<file path="src/design/lct_pkg.sv">
// Shared types and constants for the LFU cache table.
// Used by lct_ctrl, lct_datapath and lfu_cache_table_core; depends on nothing.
package lct_pkg;

  // Widths fixed by the request and result fields.
  localparam int unsigned KEY_W   = 32;
  localparam int unsigned DATA_W  = 32;
  localparam int unsigned CAP_W   = 5;
  localparam int unsigned COUNT_W = 16;
  localparam int unsigned STAMP_W = 32;

  // Default table depth and register reset value.
  localparam int unsigned          DEFAULT_ENTRIES = 16;
  localparam logic [CAP_W-1:0]     CAP_RESET       = 5'd16;

  // Use count saturates here; a get miss returns all ones.
  localparam logic [COUNT_W-1:0]   COUNT_MAX  = '1;
  localparam logic [COUNT_W-1:0]   COUNT_ONE  = 16'd1;
  localparam logic [DATA_W-1:0]    MISS_VALUE = '1;

  // Request opcodes.
  typedef enum logic {
    OP_GET = 1'b0,
    OP_PUT = 1'b1
  } op_e;

  // Controller states.
  typedef enum logic [1:0] {
    ST_IDLE,
    ST_SCAN,
    ST_DRAIN,
    ST_COMMIT
  } state_e;

  // One stored slot: everything except the valid bit.
  typedef struct packed {
    logic [KEY_W-1:0]   key;
    logic [DATA_W-1:0]  value;
    logic [COUNT_W-1:0] count;
    logic [STAMP_W-1:0] stamp;
  } entry_t;

  // Commands from the controller to the datapath.
  typedef struct packed {
    logic capture;
    logic scan_rd;
    logic commit;
  } ctrl_cmd_t;

  // Status from the datapath to the controller.
  typedef struct packed {
    logic scan_last;
  } dp_status_t;

endpackage

</file>
<file path="src/design/lfu_cache_table_core.sv">
// Top level of the LFU cache table: key/value store with least-frequently-used
// replacement, ties broken by least recent use. Depends on lct_pkg, lct_ctrl, lct_datapath.
//
// Usage:
//   A request (opcode_i, key_i, data_in_i) is taken at a rising edge where
//   start_i is high and busy_o is low. busy_o then stays high until the
//   request finishes. opcode 0 is a get, 1 is a put.
//   Each request yields one result (hit_o, data_out_o, evicted_o), shown for
//   exactly one cycle with done_o high. The receiver cannot stall; the result
//   is gone after that cycle.
//   A request passes through the scan, drain and commit states before done_o is
//   seen. busy_o drops as done_o rises, so a new request is accepted only after
//   the last one has finished. The serial scan sets this pace: the slot memory has
//   one read port and delivers one slot per cycle for the key match, free slot and
//   victim search. Capacity is written on cfg_valid_i/cfg_data_i (always ready)
//   while idle, a rule on the user that the block does not enforce. Reset empties
//   the table, clears the use clock and sets capacity to 16; no clearing pass is
//   needed, so requests are taken right after reset.
module lfu_cache_table_core
  import lct_pkg::*;
#(
  parameter int unsigned ENTRIES = DEFAULT_ENTRIES
) (
  input  logic                     clk_i,
  input  logic                     rst_ni,
  input  logic                     start_i,
  output logic                     busy_o,
  input  logic                     opcode_i,
  input  logic signed [KEY_W-1:0]  key_i,
  input  logic signed [DATA_W-1:0] data_in_i,
  output logic                     done_o,
  output logic                     hit_o,
  output logic signed [DATA_W-1:0] data_out_o,
  output logic                     evicted_o,
  input  logic                     cfg_valid_i,
  output logic                     cfg_ready_o,
  input  logic [CAP_W-1:0]         cfg_data_i
);

  ctrl_cmd_t  cmd;
  dp_status_t st;

  // The capacity register can always take a write.
  assign cfg_ready_o = 1'b1;

  lct_ctrl u_ctrl (
    .clk_i   (clk_i),
    .rst_ni  (rst_ni),
    .start_i (start_i),
    .st_i    (st),
    .cmd_o   (cmd),
    .busy_o  (busy_o)
  );

  lct_datapath #(
    .ENTRIES (ENTRIES)
  ) u_datapath (
    .clk_i       (clk_i),
    .rst_ni      (rst_ni),
    .cmd_i       (cmd),
    .st_o        (st),
    .cfg_valid_i (cfg_valid_i && cfg_ready_o),
    .cfg_data_i  (cfg_data_i),
    .opcode_i    (opcode_i),
    .key_i       (key_i),
    .data_in_i   (data_in_i),
    .done_o      (done_o),
    .hit_o       (hit_o),
    .data_out_o  (data_out_o),
    .evicted_o   (evicted_o)
  );

  // An accepted request keeps the block busy in the next cycle.
  a_accept_busy: assert property (@(posedge clk_i) disable iff (!rst_ni)
    start_i && !busy_o |=> busy_o)
    else $error("block not busy after accepting a request");

  // Results are single-cycle strobes, never back to back.
  a_done_single: assert property (@(posedge clk_i) disable iff (!rst_ni)
    done_o |=> !done_o)
    else $error("result strobe held for more than one cycle");

  // A result appears only as the block leaves its busy phase.
  a_done_idle: assert property (@(posedge clk_i) disable iff (!rst_ni)
    done_o |-> !busy_o && $past(busy_o))
    else $error("result strobe outside the end of a request");

endmodule

</file>
<file path="src/design/lct_ctrl.sv">
// Request sequencer for the LFU cache table.
// Depends on lct_pkg for the state enum and the command and status structs.
module lct_ctrl
  import lct_pkg::*;
(
  input  logic       clk_i,
  input  logic       rst_ni,
  input  logic       start_i,
  input  dp_status_t st_i,
  output ctrl_cmd_t  cmd_o,
  output logic       busy_o
);

  state_e state_q, state_d;

  // State register.
  always_ff @(posedge clk_i or negedge rst_ni) begin
    if (!rst_ni) begin
      state_q <= ST_IDLE;
    end else begin
      state_q <= state_d;
    end
  end

  // Next state: capture, scan every slot, let the last read settle, then commit.
  always_comb begin
    state_d = state_q;
    case (state_q)
      ST_IDLE: begin
        if (start_i) state_d = ST_SCAN;
      end
      ST_SCAN: begin
        if (st_i.scan_last) state_d = ST_DRAIN;
      end
      ST_DRAIN: begin
        state_d = ST_COMMIT;
      end
      ST_COMMIT: begin
        state_d = ST_IDLE;
      end
      default: begin
        state_d = ST_IDLE;
      end
    endcase
  end

  // Outputs decoded from the current state; in idle, capture also follows start_i.
  always_comb begin
    cmd_o   = '0;
    busy_o  = 1'b1;
    case (state_q)
      ST_IDLE: begin
        busy_o        = 1'b0;
        cmd_o.capture = start_i;
      end
      ST_SCAN: begin
        cmd_o.scan_rd = 1'b1;
      end
      ST_DRAIN: begin
        cmd_o = '0;
      end
      ST_COMMIT: begin
        cmd_o.commit = 1'b1;
      end
      default: begin
        busy_o = 1'b1;
      end
    endcase
  end

endmodule

</file>
<file path="src/design/lct_datapath.sv">
// Slot storage, serial scan trackers, update logic and result registers.
// Depends on lct_pkg; driven by lct_ctrl through ctrl_cmd_t.
module lct_datapath
  import lct_pkg::*;
#(
  parameter int unsigned ENTRIES = DEFAULT_ENTRIES
) (
  input  logic                     clk_i,
  input  logic                     rst_ni,
  input  ctrl_cmd_t                cmd_i,
  output dp_status_t               st_o,
  input  logic                     cfg_valid_i,
  input  logic [CAP_W-1:0]         cfg_data_i,
  input  logic                     opcode_i,
  input  logic signed [KEY_W-1:0]  key_i,
  input  logic signed [DATA_W-1:0] data_in_i,
  output logic                     done_o,
  output logic                     hit_o,
  output logic signed [DATA_W-1:0] data_out_o,
  output logic                     evicted_o
);

  localparam int unsigned IDX_W = (ENTRIES > 1) ? $clog2(ENTRIES) : 1;
  localparam int unsigned OCC_W = $clog2(ENTRIES + 1);
  localparam int unsigned CMP_W = (OCC_W > CAP_W) ? OCC_W : CAP_W;

  // Control state.
  logic [CAP_W-1:0]   cap_q;
  logic [OCC_W-1:0]   occ_q;
  logic [STAMP_W-1:0] clock_q;
  logic [ENTRIES-1:0] valid_q;
  logic               rd_vld_q;
  logic               done_q;
  logic               match_found_q, free_found_q, vic_found_q;

  // Payload registers.
  entry_t             mem_q [ENTRIES];
  entry_t             rd_word_q;
  logic               rd_valid_q;
  logic [IDX_W-1:0]   rd_idx_q;
  logic [IDX_W-1:0]   scan_q;
  op_e                req_op_q;
  logic [KEY_W-1:0]   req_key_q;
  logic [DATA_W-1:0]  req_data_q;
  logic [IDX_W-1:0]   match_idx_q, free_idx_q, vic_idx_q;
  logic [DATA_W-1:0]  match_val_q;
  logic [COUNT_W-1:0] match_cnt_q, vic_cnt_q;
  logic [STAMP_W-1:0] vic_stamp_q;
  logic               hit_q, ev_q;
  logic [DATA_W-1:0]  dout_q;

  // Scan comparisons and commit decisions.
  logic               is_match, is_free, is_better;
  logic [CMP_W-1:0]   cap_ext, cap_eff, occ_ext;
  logic [COUNT_W-1:0] cnt_inc;
  logic               wr_en, occ_inc, res_hit, res_ev;
  logic [IDX_W-1:0]   wr_idx;
  entry_t             wr_word;
  logic [DATA_W-1:0]  res_dout;

  assign st_o.scan_last = (scan_q == IDX_W'(ENTRIES - 1));

  // The effective capacity is the capacity register clamped to the table depth.
  assign cap_ext = CMP_W'(cap_q);
  assign cap_eff = (cap_ext > CMP_W'(ENTRIES)) ? CMP_W'(ENTRIES) : cap_ext;
  assign occ_ext = CMP_W'(occ_q);

  // Per-slot tests on the word read in the previous cycle.
  assign is_match  = rd_vld_q && rd_valid_q && (rd_word_q.key == req_key_q) && !match_found_q;
  assign is_free   = rd_vld_q && !rd_valid_q && !free_found_q;
  assign is_better = rd_vld_q && rd_valid_q &&
                     (!vic_found_q || (rd_word_q.count < vic_cnt_q) ||
                      ((rd_word_q.count == vic_cnt_q) && (rd_word_q.stamp < vic_stamp_q)));

  assign cnt_inc = (match_cnt_q == COUNT_MAX) ? match_cnt_q : COUNT_W'(match_cnt_q + COUNT_ONE);

  // Commit: decide the slot write and the result from the scan trackers.
  always_comb begin
    res_hit       = match_found_q;
    res_dout      = '0;
    res_ev        = 1'b0;
    wr_en         = 1'b0;
    occ_inc       = 1'b0;
    wr_idx        = match_idx_q;
    wr_word.key   = req_key_q;
    wr_word.value = req_data_q;
    wr_word.count = cnt_inc;
    wr_word.stamp = clock_q;
    if (req_op_q == OP_GET) begin
      if (match_found_q) begin
        res_dout      = match_val_q;
        wr_word.value = match_val_q;
        wr_en         = 1'b1;
      end else begin
        res_dout = MISS_VALUE;
      end
    end else if (cap_eff != '0) begin
      if (match_found_q) begin
        wr_en = 1'b1;
      end else if (occ_ext < cap_eff) begin
        wr_word.count = COUNT_ONE;
        wr_idx        = free_idx_q;
        wr_en         = free_found_q;
        occ_inc       = free_found_q;
      end else begin
        wr_word.count = COUNT_ONE;
        wr_idx        = vic_idx_q;
        wr_en         = vic_found_q;
        res_ev        = vic_found_q;
      end
    end
  end

  // Control registers: capacity, occupancy, use clock, valid bits, strobes.
  always_ff @(posedge clk_i or negedge rst_ni) begin
    if (!rst_ni) begin
      cap_q         <= CAP_RESET;
      occ_q         <= '0;
      clock_q       <= '0;
      valid_q       <= '0;
      rd_vld_q      <= 1'b0;
      done_q        <= 1'b0;
      match_found_q <= 1'b0;
      free_found_q  <= 1'b0;
      vic_found_q   <= 1'b0;
    end else begin
      if (cfg_valid_i) cap_q <= cfg_data_i;
      rd_vld_q <= cmd_i.scan_rd;
      done_q   <= cmd_i.commit;
      if (cmd_i.capture) begin
        match_found_q <= 1'b0;
        free_found_q  <= 1'b0;
        vic_found_q   <= 1'b0;
      end else begin
        if (is_match)  match_found_q <= 1'b1;
        if (is_free)   free_found_q  <= 1'b1;
        if (is_better) vic_found_q   <= 1'b1;
      end
      if (cmd_i.commit && wr_en) begin
        valid_q[wr_idx] <= 1'b1;
        clock_q         <= clock_q + 1'b1;
        if (occ_inc) occ_q <= occ_q + 1'b1;
      end
    end
  end

  // Request capture, scan pointer and tracker payloads.
  always_ff @(posedge clk_i) begin
    if (cmd_i.capture) begin
      req_op_q   <= op_e'(opcode_i);
      req_key_q  <= key_i;
      req_data_q <= data_in_i;
      scan_q     <= '0;
    end else if (cmd_i.scan_rd && !st_o.scan_last) begin
      scan_q <= scan_q + 1'b1;
    end
    if (is_match) begin
      match_idx_q <= rd_idx_q;
      match_val_q <= rd_word_q.value;
      match_cnt_q <= rd_word_q.count;
    end
    if (is_free) free_idx_q <= rd_idx_q;
    if (is_better) begin
      vic_idx_q   <= rd_idx_q;
      vic_cnt_q   <= rd_word_q.count;
      vic_stamp_q <= rd_word_q.stamp;
    end
    if (cmd_i.commit) begin
      hit_q  <= res_hit;
      dout_q <= res_dout;
      ev_q   <= res_ev;
    end
  end

  // Slot memory: one registered read during the scan, one write at commit.
  always_ff @(posedge clk_i) begin
    if (cmd_i.scan_rd) begin
      rd_word_q  <= mem_q[scan_q];
      rd_valid_q <= valid_q[scan_q];
      rd_idx_q   <= scan_q;
    end
    if (cmd_i.commit && wr_en) begin
      mem_q[wr_idx] <= wr_word;
    end
  end

  assign done_o     = done_q;
  assign hit_o      = hit_q;
  assign data_out_o = dout_q;
  assign evicted_o  = ev_q;

  // The fill count always matches the number of occupied slots.
  a_occ_matches_valid: assert property (@(posedge clk_i) disable iff (!rst_ni)
    occ_q == OCC_W'($countones(valid_q)))
    else $error("occupancy count differs from the number of valid slots");

  // An eviction is only reported for a put of a key that was absent.
  a_evict_not_hit: assert property (@(posedge clk_i) disable iff (!rst_ni)
    done_q && ev_q |-> !hit_q && (req_op_q == OP_PUT))
    else $error("eviction reported on a hit or on a get");

  // A commit that writes a slot always advances the use clock.
  a_clock_advances: assert property (@(posedge clk_i) disable iff (!rst_ni)
    cmd_i.commit && wr_en |=> clock_q == $past(clock_q) + 1'b1)
    else $error("use clock did not advance on a slot write");

endmodule

</file>
<file path="config.mk">
export PLATFORM = sky130hd
export DESIGN_NAME = lfu_cache_table_core
export DESIGN_NICKNAME = d
export VERILOG_FILES = /design/src/design/lct_pkg.sv /design/src/design/lfu_cache_table_core.sv /design/src/design/lct_ctrl.sv /design/src/design/lct_datapath.sv
export SDC_FILE = /design/constraint.sdc
export NUM_CORES = 2
export LEC_CHECK = 0
export BUFFER_PORTS_ARGS = -buffer_cell sky130_fd_sc_hd__buf_4
export CAP_MARGIN = 0
export CORE_MARGIN = 2
export CORE_UTILIZATION = 60
export DETAILED_ROUTE_END_ITERATION = 16
export PLACE_DENSITY = 0.88
export SETUP_SLACK_MARGIN = 0.15
export SYNTH_ARGS = -nofsm -noshare
export SYNTH_HDL_FRONTEND = slang
export SYNTH_SLANG_ARGS = --single-unit
</file>
<file path="constraint.sdc">
create_clock -name clk_i -period 8.2 [get_ports clk_i]
set_input_delay 1.64 -clock clk_i [delete_from_list [all_inputs] [get_ports clk_i]]
set_output_delay 1.64 -clock clk_i [all_outputs]
set_load 0.01 [all_outputs]
</file>
# Word-level counts from Yosys, hierarchy flattened
# Memory sizes are Yosys's and may differ from the RTL's. A register that Yosys moved wholly into a read port is not among the register bits.
# Index checks and enable logic that the tools add are counted.
[totals]
reg_bits = 281
ram_bits = 1792
elab_cells = 115
mem_count = 1
[classes]
add_sub_neg = 4
n_lt_le_gt_ge = 7
eq_ne = 9
mux = 40
bitwise_logic = 3
n_reduce_logical = 25
[memory_table]
columns = ["memory", "words", "width", "rd", "rd_ports_with_merged_regs", "wr", "line_no", "source"]
rows = [
  ["u_datapath.mem_q", 16, 112, 1, 1, 1, "lct_datapath.sv:37", "entry_t mem_q [ENTRIES];"],
]
[ops]
columns = ["op", "count"]
rows = [
  ["$mux W32", 3],
  ["$mux W16", 4],
  ["$add A32 B1 Y32 const B", 1],
  ["$eq A32 B32 Y1", 1],
  ["$lt A32 B32 Y1", 1],
  ["$mux W1", 23],
  ["$add A16 B1 Y16 const B", 1],
  ["$eq A16 B16 Y1", 1],
  ["$eq A16 B16 Y1 const B", 1],
  ["$lt A16 B16 Y1", 1],
  ["$mux W4", 4],
  ["$or A16 B16 Y16", 1],
  ["$logic_and A1 B1 Y1", 10],
  ["$lt A4 B5 Y1 const B", 2],
  ["$pmux W2 S4", 1],
  ["$reduce_bool A2 Y1", 3],
  ["$add A5 B1 Y5 const B", 1],
  ["$gt A5 B5 Y1 const B", 1],
  ["$logic_not A1 Y1", 5],
  ["$lt A5 B5 Y1", 1],
  ["$mux W5", 1],
  ["$reduce_bool A5 Y1", 1],
  ["$add A4 B1 Y4 const B", 1],
  ["$bmux W1 S4", 1],
  ["other kinds (13)", 18],
]

# Longest topological paths before layout
[logic_depth]
word_depth = 12
mapped_depth = 11

# Hierarchy
# A second synthesis with hierarchy kept.
[unflattened]
cells_unflattened = 3558
hier_area_um2 = 82905.8
[by_module_without_submodules]
columns = ["module", "n_inst", "cells_each", "area_each_um2"]
rows = [
  ["lct_datapath", 1, 3540, 82723.1],
  ["lct_ctrl", 1, 16, 171.4],
  ["lfu_cache_table_core", 1, 2, 11.3],
]

# Worst setup path before layout
# Ideal clock, no wire load.
[synth_path]
path_kind = "reg-to-reg"
start = "register u_ctrl.state_q[0]"
end = "memory u_datapath.mem_q[9][0] (netlist name) (enable)"
arrival_ns = 6.827
required_ns = 7.615
path_slack_ns = 0.789
stages_incl_launch_ff = 7
synth_period_minus_slack_ns = 7.411
path_cell_list = "dfrtp_1 -> ha_1 -> a21boi_0 -> o21a_1 -> buf_2 -> o21ai_2 -> nor2_1"
[synth_rtl]
columns = ["element", "line_no", "source"]
rows = [
  ["start: declaration", "lct_ctrl.sv:14", "state_e state_q, state_d;"],
  ["start signal: assignment", "lct_ctrl.sv:21", "state_q <= state_d;"],
  ["end: declaration", "lct_datapath.sv:37", ""],
]

# Worst setup path in the final report
[layout_path]
start = "register u_datapath.req_op_q"
end = "memory u_datapath.mem_q[13][32] (netlist name) (enable)"
[layout_between]
elab_chain_len = 4
word_cells_on_any_way = 5
[layout_rtl]
columns = ["element", "line_no", "source"]
rows = [
  ["start: declaration", "lct_datapath.sv:42", "op_e req_op_q;"],
  ["start signal: assignment", "lct_datapath.sv:150", "req_op_q <= op_e'(opcode_i);"],
  ["$mux W1", "lct_datapath.sv:89", "if (req_op_q == OP_GET) begin"],
  ["$logic_and A1 B1 Y1", "lct_datapath.sv:182", "if (cmd_i.commit && wr_en) begin"],
  ["$mux W1", "lct_datapath.sv:182", ""],
  ["$mux W1 (not written as such)", "lct_datapath.sv:183", "mem_q[wr_idx] <= wr_word;"],
]
# Parallel ways exist; a longest one is shown, timed or not.

==> results.toml <==
[worst_setup_path]
worstPathRequired_ns = 8.65
reg2reg_from = "u_datapath.req_op_q$_DFFE_PP_"
worst_setup_path_start_kind = "flip-flop"
worstPathMaxFanout = 59
critPathSlowestCell = "buf_4"
max_stage_delay_ns = 1.05
crit_top_cell = "buf_4"
critPathKind = "reg -> reg"
critPathArrivalTime_ns = 6.13
startpoint = "u_datapath.req_op_q$_DFFE_PP_"
critPathCaptureType = "flip-flop"
crit_chain = "buf_4 -> nor2b_1 -> o21a_1 -> nor2_1 -> a21oi_1 -> nand2_1 -> nor2_4 -> buf_4"

[placement]
dp_hpwl_um = 113500
dpl_worst_slack_ns = 3.082
place.gp.congestion = 0.8437
dp.cells = 5347
io_buffers = 109

[final_layout]
drive_above_1_share_pct = 28.44
finish.utilization_pct = 67.71
area_growth_pct = 12.00
fin_nets = 3889
fill_cells = 7121
fin_cells = 5732

[logic_synthesis]
ys_ff_latch = 2185
synth-edff-count = 2116
synth-warning-count = 0
synth_compound_area_share_pct = 1.025
ys_seq_area_share_pct = 78.59
yosysUniqueCellTypes = 65
synth_cells = 3537
synth_fa_ha_area_share_pct = 0.9043
syn_area_um2 = 83020
synth_xor_xnor_area_share_pct = 0.8651
synth.avg_cell_area_um2 = 23.47
synth_ff_type = "edfxtp_1"
syn_nets = 3671
postSynth.asyncResetShare_pct = 2.975
synthMuxAreaShare_pct = 15.85
synthSimpleGateAreaFrac_pct = 1.549
synth_top_family_by_area = "multiplexers"

[clock_tree]
htreeDepth = 4
cts_buffer_depth = 3
post_cts_resize_count = 0
clkSinkCount = 2185
ctsHoldBuffers = 0
clockRootBuffer = "clkbuf_16"
cts_tree = "yes"
numCtsBuffers = 200
clkTransAtPathRegs_ns = 0.07
clk_latency_ns = 0.86
cts_setup_buffers = 0

[timing]
worstMarginPinSlew_ns = 1.401
holdWs_ns = 0.4229
fmax_ghz = 0.1762
fin_crit_sh_pct = 69.23
setup_slack_ns = 2.523
max-slew-margin-rel_pct = 6.372
fin_crit_ns = 5.677
hold_viol = 0
drv_slew = 0
grt_setup_unrepaired = "false"
setup_violations = 0
setup-tns-final_ns = 0
fin_skew_ns = 0.05307

[run_status]
status = "complete, no violations"

[floorplan]
row_count = 136
die_w_um = 376.0
dieArea_um2 = 141400
start_util_pct = 60.46
ios = 111
die_h_um = 376.0
coreArea_um2 = 137300

[power]
clkPwrFrac_pct = 33.5
swShare_pct = 28.13
combPwrFrac_pct = 18.6
cell_internal_pwr_mw = 21.21
ir_worst_vdd_mv = 0.2711
switching_power_mw = 8.305
powerDensity_nw_per_um2 = 317.5
p_seq_share_pct = 48.0
p_leak_nw = 28.66

[min_path]
holdCritStartpoint = "u_datapath.rd_word_q[75]$_DFFE_PP_"
worstHoldPathType = "reg -> reg"

[detailed_routing]
drcViolationCount = 0
drt_iter0_markers = 8525
routed_via_density = 7.612
wl_per_cell_um = 42.58
ant_nets = 0
drt-met1-wl_um = 73420
num_vias = 43630
wl_met2_um = 121100
wl_met3_um = 30610
first_pass_iters = 6
wirelength_um = 244100
top_layer = "met5"

[grt]
antenna_found_initial = 27
overflow = 0
track_usage_pct = 35.10
grt_max_degree = 153
grt_pass1_wl_um = 343000
grt_pass1_vias = 43560

[run]
cap_violations = 0
## layer usage
metal	vias up	track usage, %
met4	24	20.98
met2	4979	57.21
met5	-	0
met1	22100	43.32
met3	1197	8.361
li1	15330	-
## cells in the mapped netlist, types with 2 or more instances
library cell	instances	area share, %
mux4_2	565	15
inv_1	95	0.43
mux2i_1	2	0.024
a21o_1	16	0.14
nand2_1	46	0.21
nand3b_1	2	0.018
dfrtp_1	64	1.9
dfxtp_1	4	0.096
o21a_1	8	0.072
xor2_1	60	0.63
buf_2	40	0.24
a21oi_1	54	0.33
o21ai_2	5	0.053
and4_1	3	0.032
nor3_1	12	0.072
nor2b_1	5	0.038
and2_1	3	0.023
and3_1	11	0.083
buf_1	25	0.11
a31oi_1	5	0.038
nor2_1	59	0.27
nand2b_1	3	0.023
edfxtp_1	2116	77
mux2_2	37	0.50
nand3_1	25	0.15
ha_1	60	0.90
o21bai_1	12	0.11
nor4_2	11	0.17
nand4_1	21	0.16
nor3_2	3	0.036
nor4_4	2	0.051
clkbuf_1	80	0.36
o21ai_0	14	0.084
xnor2_1	22	0.23
or4_1	2	0.018
nor4_1	9	0.068
or3_1	3	0.023
buf_6	3	0.041
a211oi_1	2	0.018
buf_4	2	0.018
a211o_1	2	0.021
## worst max-delay path: cells and delay by family, from the launching register on
family	cells	cell delay [ns]
buffers and inverters	2	1.57
flip-flops	1	0.37
AO/OA/AOI/OAI	2	1.42
AND/OR/NAND/NOR	4	1.79
## state kept, by name (all words and copies together), names as in the netlist, 32 cells and up
register	flops
u_datapath.data_out_o	32
u_datapath.req_key_q	32
u_datapath.req_data_q	32
u_datapath.vic_stamp_q	32
u_datapath.clock_q	32
u_datapath.mem_q	1792
u_datapath.match_val_q	32
u_datapath.rd_word_q	112
## cell families (layout without fill, tap and decap cells)
logic type	Yosys count	count (layout)
other cells	1	12
flops	2185	2185
xor+xnor	82	82
simple gates	227	227
fa+ha+maj	60	60
buf+inv	245	635
mux	604	604
compound gates	133	133
## power by group through the flow
| stage | Sequential, mW | Clock [mW] | Combinational, mW |
|---|---|---|---|
| 2_1_floorplan | 13.9 | 0 | 3.66 |
| 3_3_place_gp | 14.2 | 0 | 4.78 |
| 3_5_place_dp | 14.3 | 0 | 5.12 |
| 4_1_cts | 14.1 | 9.88 | 5.40 |
| 5_1_grt | 14.2 | 10.2 | 5.64 |
| 6_report | 14.2 | 9.88 | 5.48 |
## through the flow
stage	area (um2)	power (mW)
2_1_floorplan	83020	17.58
3_3_place_gp	86230	18.94
3_5_place_dp	86230	19.39
4_1_cts	92950	29.38
5_1_grt	92970	30.03
6_report	92980	29.52
## layout make-up
| class | count | area [um2] | area share [%] |
|---|---|---|---|
| antenna | 11 | 27.53 | 0.02960 |
| clock buffer | 247 | 5295 | 5.695 |
| clock inverter | 127 | 1433 | 1.541 |
| inverter | 95 | 356.6 | 0.3835 |
| multi-input combinational | 1107 | 16950 | 18.23 |
| sequential | 2185 | 65270 | 70.19 |
| tap | 1794 | 2245 | 2.414 |
| timing repair buffer | 166 | 1409 | 1.515 |
## path summary, 6_finish.rpt
kind,end,slack [ns],depth (start not counted)
worst max-delay path,u_datapath.mem_q[13][32]$_DFFE_PP_,2.52,8
worst min-delay path,u_datapath.match_val_q[27]$_DFFE_PP_,0.42,0
worst min register to register,u_datapath.match_val_q[27]$_DFFE_PP_,0.42,0
worst max register to register,u_datapath.mem_q[13][32]$_DFFE_PP_,2.52,8
min in group asynchronous,u_datapath.clock_q[9]$_DFFE_PN0N_,0.93,1
max in group asynchronous,u_datapath.match_found_q$_DFFE_PN0P_,6.51,1
## cell usage in the layout (no fill, tap or decap), types with 16 or more instances in the layout
cell / Yosys / routed
a21o_1: 16 / 16
a21oi_1: 54 / 54
buf_4: 2 / 153
bufinv_16: 0 / 27
clkbuf_1: 80 / 39
clkbuf_16: 0 / 203
clkinv_1: 0 / 42
clkinv_2: 0 / 33
dfrtp_1: 64 / 63
edfxtp_1: 2116 / 2116
ha_1: 60 / 58
inv_1: 95 / 95
mux2_2: 37 / 37
mux4_2: 565 / 565
nand2_1: 46 / 46
nand3_1: 25 / 25
nand4_1: 21 / 21
nor2_1: 59 / 40
nor2_4: 0 / 19
xnor2_1: 22 / 22
xor2_1: 60 / 60
Power figures use the tool's default switching activity.
